## src/hdl/nit_ram.sv

```systemverilog
// generic simple dual-port ram with registered read
module nit_ram #(
    parameter int WIDTH = 8,
    parameter int DEPTH = 64
) (
    input  logic                     i_clk,
    input  logic                     i_we,
    input  logic [$clog2(DEPTH)-1:0] i_waddr,
    input  logic [WIDTH-1:0]         i_wdata,
    input  logic [$clog2(DEPTH)-1:0] i_raddr,
    output logic [WIDTH-1:0]         o_rdata
);
    logic [WIDTH-1:0] r_mem [DEPTH];

    always_ff @(posedge i_clk) begin
        if (i_we) begin
            r_mem[i_waddr] <= i_wdata;
        end
        o_rdata <= r_mem[i_raddr];
    end
endmodule

```

## config.mk

```make
export PLATFORM = sky130hd
export DESIGN_NAME = nit_ram
export DESIGN_NICKNAME = d
export VERILOG_FILES = /design/src/hdl/nit_ram.sv
export SDC_FILE = /design/constraint.sdc
export NUM_CORES = 1
export LEC_CHECK = 0
export BUFFER_PORTS_ARGS = -buffer_cell sky130_fd_sc_hd__buf_2
export CAP_MARGIN = 20
export CORE_ASPECT_RATIO = 1.4
export CORE_MARGIN = 1
export CORE_UTILIZATION = 52
export DETAILED_ROUTE_END_ITERATION = 8
export GPL_ROUTABILITY_DRIVEN = 0
export PLACE_DENSITY = 0.68
export SYNTH_ARGS = -nofsm -noshare
export SYNTH_HDL_FRONTEND = slang
export SYNTH_SLANG_ARGS = --single-unit
```

## constraint.sdc

```tcl
create_clock -name i_clk -period 2.8 [get_ports i_clk]
set_clock_uncertainty 0.1 [all_clocks]
set_input_delay 0.14 -clock i_clk [delete_from_list [all_inputs] [get_ports i_clk]]
set_output_delay 0.14 -clock i_clk [all_outputs]
set_load 0.01 [all_outputs]
```

# After elaboration in Yosys (flattened, before gate mapping)
# Memories as Yosys holds them, arrays and structs flattened. A register that Yosys moved wholly into a read port is not among the register bits.
# Cells that the tools add are included.
word_totals:
  ff_bits: 0
  output_inout_bits: 8
  in_bits: 22
  mem_bits_rw: 512
  memories: 1
op_classes:
  n_mux: 2
mem_list:
  columns: ["name", "words", "word_bits", "read_ports", "rd_ports_with_merged_regs", "wr", "line_no", "rtl"]
  rows:
  - ["r_mem", 64, 8, 1, 1, 1, "13", "logic [WIDTH-1:0] r_mem [DEPTH];"]
ops:
  columns: ["op", "n"]
  rows:
  - ["1-bit 2-to-1 mux", 2]

# Depth between registers and ports, before layout
# Gate-level depths: netlist of the first run.
depth:
  ltp_word: 2
  depth_mapped: 9
  depth_no_buf: 5

# Worst setup path before layout of the first run
# No wires, ideal clock.
synth_timing:
  path_type: "input to register"
  start: "in i_raddr[1]"
  end: "reg o_rdata[3], read port of r_mem"
  stages: 7
  setup_slack_ps: 892
  setup_ps: 128
  t_required_ps: 2572
  arrival_time_ps: 1680
  n_path_buf: 3
  cell_sequence: "buf_4 > buf_2 > buf_2 > mux4_2 > mux4_2 > o21ai_1 > o41ai_1"
synth_lines:
  columns: ["item", "line_no", "rtl"]
  rows:
  - ["start: declaration", "10", "input logic [$clog2(DEPTH)-1:0] i_raddr,"]
  - ["end: declaration", "11", "output logic [WIDTH-1:0] o_rdata"]

==> results of run 1 <==
==> layer usage <==
layer | up-vias | GRT usage | part of all wire
met2 | 384 | 0.418 | 0.53
li1 | 4209 | - | -
met1 | 5270 | 0.320 | 0.38
met4 | 0 | 0.0865 | 0.033
met5 | - | 0 | 0
met3 | 87 | 0.0280 | 0.062
==> flip-flops by register name (all words and copies together) (netlist names) <==
signal   flops
r_mem      512
o_rdata      8
==> timing repair <==
action | CTS | global route
hold buffers | 7 | 0
setup endpoints to repair | 0 | 0
endpoints found under the hold margin | 75 | 0
setup buffers | 0 | 0
==> worst register-to-register path, stage by stage, from the launching register on <==
cell,delay (ns)
edfxtp_1,0.42
mux4_2,0.50
mux2_2,0.31
o221a_2,0.28
nor3_1,0.32
o32ai_1,0.14
==> path summary, 6_finish.rpt <==
path | end | slack (ns) | cells after the start
setup reg to reg | o_rdata[6]$_DFF_P_ | 0.60 | 5
setup / recovery | o_rdata[6]$_DFF_P_ | 0.60 | 5
hold reg to reg | o_rdata[7]$_DFF_P_ | 0.84 | 4
hold / removal | r_mem[60][0]$_DFFE_PP_ | 0.02 | 2
==> area by class of cell <==
class                   instances  area (sq um)
fillers                      2722         15200
flip-flops and latches        520         15500
well taps                     522           653
multi-input cells             369          4320
clock inverters                26           299
clock buffers                  57          1210
repair buffers                147          1150
==> logic make-up (layout without fill, tap and decap cells) <==
group | Yosys count | count (layout) | synth area share
flops | 520 | 520 | 0.770
mux | 162 | 162 | 0.159
simple gates | 153 | 153 | 0.0339
compound gates | 54 | 54 | 0.0207
buf+inv | 51 | 230 | 0.0157
==> through the flow <==
step / util / total power (uW) / area (sq um) / hold slack (ns)
2_1_floorplan: - / 9260 / 20200 / 0.139
3_3_place_gp: 0.562 / 9630 / 21600 / 0.482
3_5_place_dp: 0.562 / 9650 / 21600 / 0.463
4_1_cts: 0.603 / 16000 / 23100 / 0.00636
5_1_grt: 0.603 / 16300 / 23200 / 0.0183
6_report: 0.603 / 15900 / 23200 / 0.0197
==> layout by cell type (no fill, tap or decap), types with 8 or more instances in the layout <==
cell	n
buf_2	26
buf_4	106
clkbuf_1	10
clkbuf_16	47
clkinv_1	10
dfxtp_1	8
edfxtp_1	512
mux2_2	13
mux2i_1	23
mux4_2	126
nand2_1	19
nand3_1	13
nor2_1	83
nor2b_1	14
o221ai_1	8
o22ai_1	8
==> power by group through the flow <==
stage	clock (uW)	combinational, uW	sequential, uW
finish	6400	844	8640
CTS	6470	852	8640
global placement	0	829	8810
floorplan	0	459	8800
detailed placement	0	843	8810
global route	6750	893	8640
==> flow_metrics.env, run 1 <==
export IMPL_port_buffers=29
export IMPL_crit_chain="mux4_2 -> mux2_2 -> o221a_2 -> nor3_1 -> o32ai_1"
export IMPL_yosys_most_used_dff="edfxtp_1"
export IMPL_path_class="reg -> reg"
export IMPL_dr_pass1_iters=5
export IMPL_core_sq_mm=0.0384
export IMPL_drv_slew=0
export IMPL_finalHoldViolCount=0
export IMPL_synthArstFlopShare=0
export IMPL_hp_class="in -> reg"
export IMPL_yosys_cell_count_top_type="edfxtp_1"
export IMPL_numCtsBuffers=46
export IMPL_synth_seq_cells=520
export IMPL_grt_ovfl_total=0
export IMPL_crit_family="multiplexers"
export IMPL_drt_iter0_markers=1087
export IMPL_leakagePower_uw=0.00745
export IMPL_cp_end_kind="flip-flop"
export IMPL_die_area_sq_mm=0.0396
export IMPL_nNetsFinal=1106
export IMPL_syn_cell_area_sq_mm=0.0202
export IMPL_grt_max_degree=65
export IMPL_pre_cts_slack_ns=0.283
export IMPL_critPathMaxFanout=1
export IMPL_start_util=0.525
export IMPL_p_sw_uw=3220
export IMPL_viasPerCell=6.06
export IMPL_drt_total_wl_um=46100
export IMPL_fin_ws_ns=0.604
export IMPL_status="completed"
export IMPL_power_switching_share=0.203
export IMPL_synth_fp_nets=962
export IMPL_worstPathArrival_ns=2.52
export IMPL_die_w_um=168
export IMPL_max_slew_margin=0.499
export IMPL_grt_util_all_layers=0.242
export IMPL_diodes=0
export IMPL_slowest_delay_ns=0.50
export IMPL_crit_slowest_cell="mux4_2"
export IMPL_fmax_mhz=455
export IMPL_cts_sinks=520
export IMPL_rows=85
export IMPL_drc=0
export IMPL_tightest_slew_ns=0.752
export IMPL_finalCritPeriodShare=0.784
export IMPL_grt_pass1_vias=10100
export IMPL_crit_start="r_mem[28][6]$_DFFE_PP_"
export IMPL_reg2reg_from="r_mem[28][6]$_DFFE_PP_"
export IMPL_rsz0062_at_grt="false"
export IMPL_dp_cells=1550
export IMPL_p_int_uw=12700
export IMPL_cts_root_buffer="clkbuf_16"
export IMPL_pin_count=30
export IMPL_hpwl_um=30100
export IMPL_finalSetupTns_ns=0
export IMPL_post_route_min_period_ns=2.20
export IMPL_peakVddDrop_uv=409
export IMPL_wl_per_cell_um=28.1
export IMPL_maxCapViolCount=0
export IMPL_netlist_area_leader_share=0.762
export IMPL_synthCells=940
export IMPL_synth_top_cells_by_count="edfxtp_1 (512), mux4_2 (126), nor2_1 (83)"
export IMPL_syn_avg_cell_area_sq_um=21.5
export IMPL_start_kind="flip-flop"
export IMPL_antenna_found_initial=1
export IMPL_tritoncts="done"
export IMPL_synth_area_leader_cell="edfxtp_1"
export IMPL_final_cells=1641
export IMPL_synth_enable_flop_cells=512
export IMPL_cts_reportedPaths_clkPinSlew_ns=0.06
export IMPL_clkLatencyLatePin_ns=0.56
export IMPL_crit_required_ns=3.13
export IMPL_cts_path_max_buffers=3
export IMPL_yosysWarnings=0
export IMPL_htree_levels=2
export IMPL_ant_nets=0
export IMPL_setup_viol=0
export IMPL_die_h_um=235
export IMPL_yosysSeqAreaShare=0.770
export IMPL_power_frac_clock=0.403
export IMPL_drive_gt1_frac=0.307
export IMPL_synth_cell_types=40
export IMPL_p_per_area_mw_per_mm2=686
export IMPL_ctsResizeCount=0
export IMPL_worst_path_buf_inv=0
export IMPL_yosys_top_cells_area="edfxtp_1 (76%), mux4_2 (14%), nor2_1 (1.5%)"
export IMPL_min_delay_start="i_wdata[0]"
export IMPL_grt_pass1_wl_um=67800
export IMPL_p_comb_frac=0.053
export IMPL_power_frac_seq=0.544
export IMPL_syn_to_final_growth_pct=14.9
export IMPL_vias=9950
(Power assumes the default switching activity.)
==> run 2, diff against run 1 <==
Settings changed: PLACE_DENSITY 0.68 to 0.7.
Clock period 2.8 ns to 1.9 ns, I/O delays scaled along.
==> flow_metrics.env, run 2 (synthesis gave the netlist of run 1 again) <==
export IMPL_hp_class="in -> reg"
export IMPL_finalCritPeriodShare=1.05
export IMPL_die_h_um=235
export IMPL_rsz0062_at_grt="true"
export IMPL_tightest_slew_ns=0.899
export IMPL_reg_top3="r_mem x512, o_rdata x8"
export IMPL_finalHoldViolCount=7
export IMPL_slowest_delay_ns=0.48
export IMPL_cts_path_max_buffers=3
export IMPL_path_class="reg -> reg"
export IMPL_grt_util_all_layers=0.233
export IMPL_multiInputGateArea_sq_mm=0.00444
export IMPL_drt_total_wl_um=44200
export IMPL_status="complete, but fails checks"
export IMPL_core_sq_mm=0.0384
export IMPL_hpwl_um=28400
export IMPL_peakVddDrop_uv=665
export IMPL_pin_count=30
export IMPL_cts_reportedPaths_clkPinSlew_ns=0.06
export IMPL_viasPerCell=5.96
export IMPL_cp_end_kind="flip-flop"
export IMPL_grt_ovfl_total=0
export IMPL_layout_commonest_cell="edfxtp_1"
export IMPL_fmax_mhz=499
export IMPL_drive_gt1_frac=0.347
export IMPL_grt_pass1_vias=10300
export IMPL_die_w_um=168
export IMPL_maxCapViolCount=0
export IMPL_cts_root_buffer="clkbuf_16"
export IMPL_drv_slew=0
export IMPL_start_kind="flip-flop"
export IMPL_p_per_area_mw_per_mm2=1000
export IMPL_grt_pass1_wl_um=65900
export IMPL_clkLatencyLatePin_ns=0.56
export IMPL_leakagePower_uw=0.00773
export IMPL_r2r_cells=6
export IMPL_start_util=0.525
export IMPL_numCtsBuffers=47
export IMPL_nNetsFinal=1142
export IMPL_dr_pass1_iters=5
export IMPL_fin_total_pwr_uw=23700
export IMPL_holdWs_ns=-0.101
export IMPL_violations="negative hold slack, negative setup slack"
export IMPL_crit_required_ns=2.23
export IMPL_wl_per_cell_um=26.4
export IMPL_antenna_found_initial=1
export IMPL_setup_viol=5
export IMPL_cts_sinks=520
export IMPL_tritoncts="done"
export IMPL_largest_reg_flops=512
export IMPL_pre_cts_slack_ns=-0.449
export IMPL_crit_slowest_cell="mux4_2"
export IMPL_post_route_min_period_ns=2.00
export IMPL_vias=9995
export IMPL_port_buffers=29
export IMPL_largest_register="r_mem"
export IMPL_htree_levels=2
export IMPL_final_cell_mix="edfxtp_1 (512), buf_4 (135), mux4_2 (126)"
export IMPL_regArea_sq_mm=0.0155
export IMPL_max_slew_margin=0.401
export IMPL_fin_ws_ns=-0.104
export IMPL_ant_nets=0
export IMPL_die_area_sq_mm=0.0396
export IMPL_syn_to_final_growth_pct=17.5
export IMPL_nFillCells=2593
export IMPL_final_util=0.617
export IMPL_worstPathArrival_ns=2.34
export IMPL_rows=85
export IMPL_drt_iter0_markers=1012
export IMPL_drc=0
export IMPL_grt_max_degree=65
export IMPL_critPathMaxFanout=1
export IMPL_crit_chain="mux4_2 -> mux2_4 -> o221a_4 -> nor3_2 -> buf_4 -> o32ai_2"
export IMPL_diodes=0
export IMPL_hold_path_depth=3
[run 2: cell types whose count changed in the layout (fill, tap and decap cells not counted), moves of 3 or more]
| cell | change |
|---|---|
| mux2_4 | +3 |
| mux2_2 | -3 |
| buf_4 | +29 |
| buf_12 | +7 |
| clkinv_1 | -3 |
| nor2_1 | -3 |
| a221oi_1 | -3 |
[run 2: power breakdown]
| part | total (uW) | leakage (uW) | switching, uW | internal [uW] |
|---|---|---|---|---|
| sequential | 12700 | 0.00467 | 34.9 | 12700 |
| clock | 9650 | 0.000777 | 3930 | 5720 |
| combinational | 1350 | 0.00228 | 771 | 580 |
[run 2: critical path: cells and delay by family (launching register included)]
| family | cells | cell delay [ns] |
|---|---|---|
| DFF | 1 | 0.37 |
| and+or+nand+nor | 1 | 0.15 |
| muxes | 2 | 0.78 |
| buffers and inverters | 1 | 0.14 |
| AOI/OAI and AO/OA | 2 | 0.34 |
[run 2: worst paths after layout]
path,from,to,slack [ns]
hold / removal,i_raddr[5],o_rdata[4]$_DFF_P_,-0.10
setup / recovery,r_mem[21][6]$_DFFE_PP_,o_rdata[6]$_DFF_P_,-0.10
hold reg to reg,r_mem[30][6]$_DFFE_PP_,o_rdata[6]$_DFF_P_,0.76
setup reg to reg,r_mem[21][6]$_DFFE_PP_,o_rdata[6]$_DFF_P_,-0.10
[run 2: repair_timing]
item                                   in CTS  in global routing
resized for setup                          18                  8
endpoints found under the hold margin      72                 39
setup endpoints to repair                   6                  8
hold buffers                                2                  3
setup buffers                               0                  0
pin swaps                                   5                  1
[run 2: per-layer routing]
layer	part of all wire	vias up	global-route usage
met3	0.066	101	0.0340
li1	-	4278	-
met4	0.044	2	0.107
met5	0.00023	-	0
met2	0.51	396	0.386
met1	0.38	5218	0.306
[run 2: per-stage QoR]
stage,instances,cell area [sq um],setup TNS (ns)
after floorplan,940,20200,0
after global placement,1586,21900,-2.62
after detailed placement,1586,21900,-2.82
after CTS,1670,23600,-0.146
after global routing,1676,23700,-0.399
final,1676,23700,-0.212
[run 2: area by class of cell]
type / instances / share of cell area
Tap cell: 522 / 0.0276
Clock inverter: 24 / 0.0124
Timing Repair Buffer: 182 / 0.0632
Multi-Input combinational cell: 369 / 0.187
Clock buffer: 59 / 0.0542
Sequential cell: 520 / 0.655
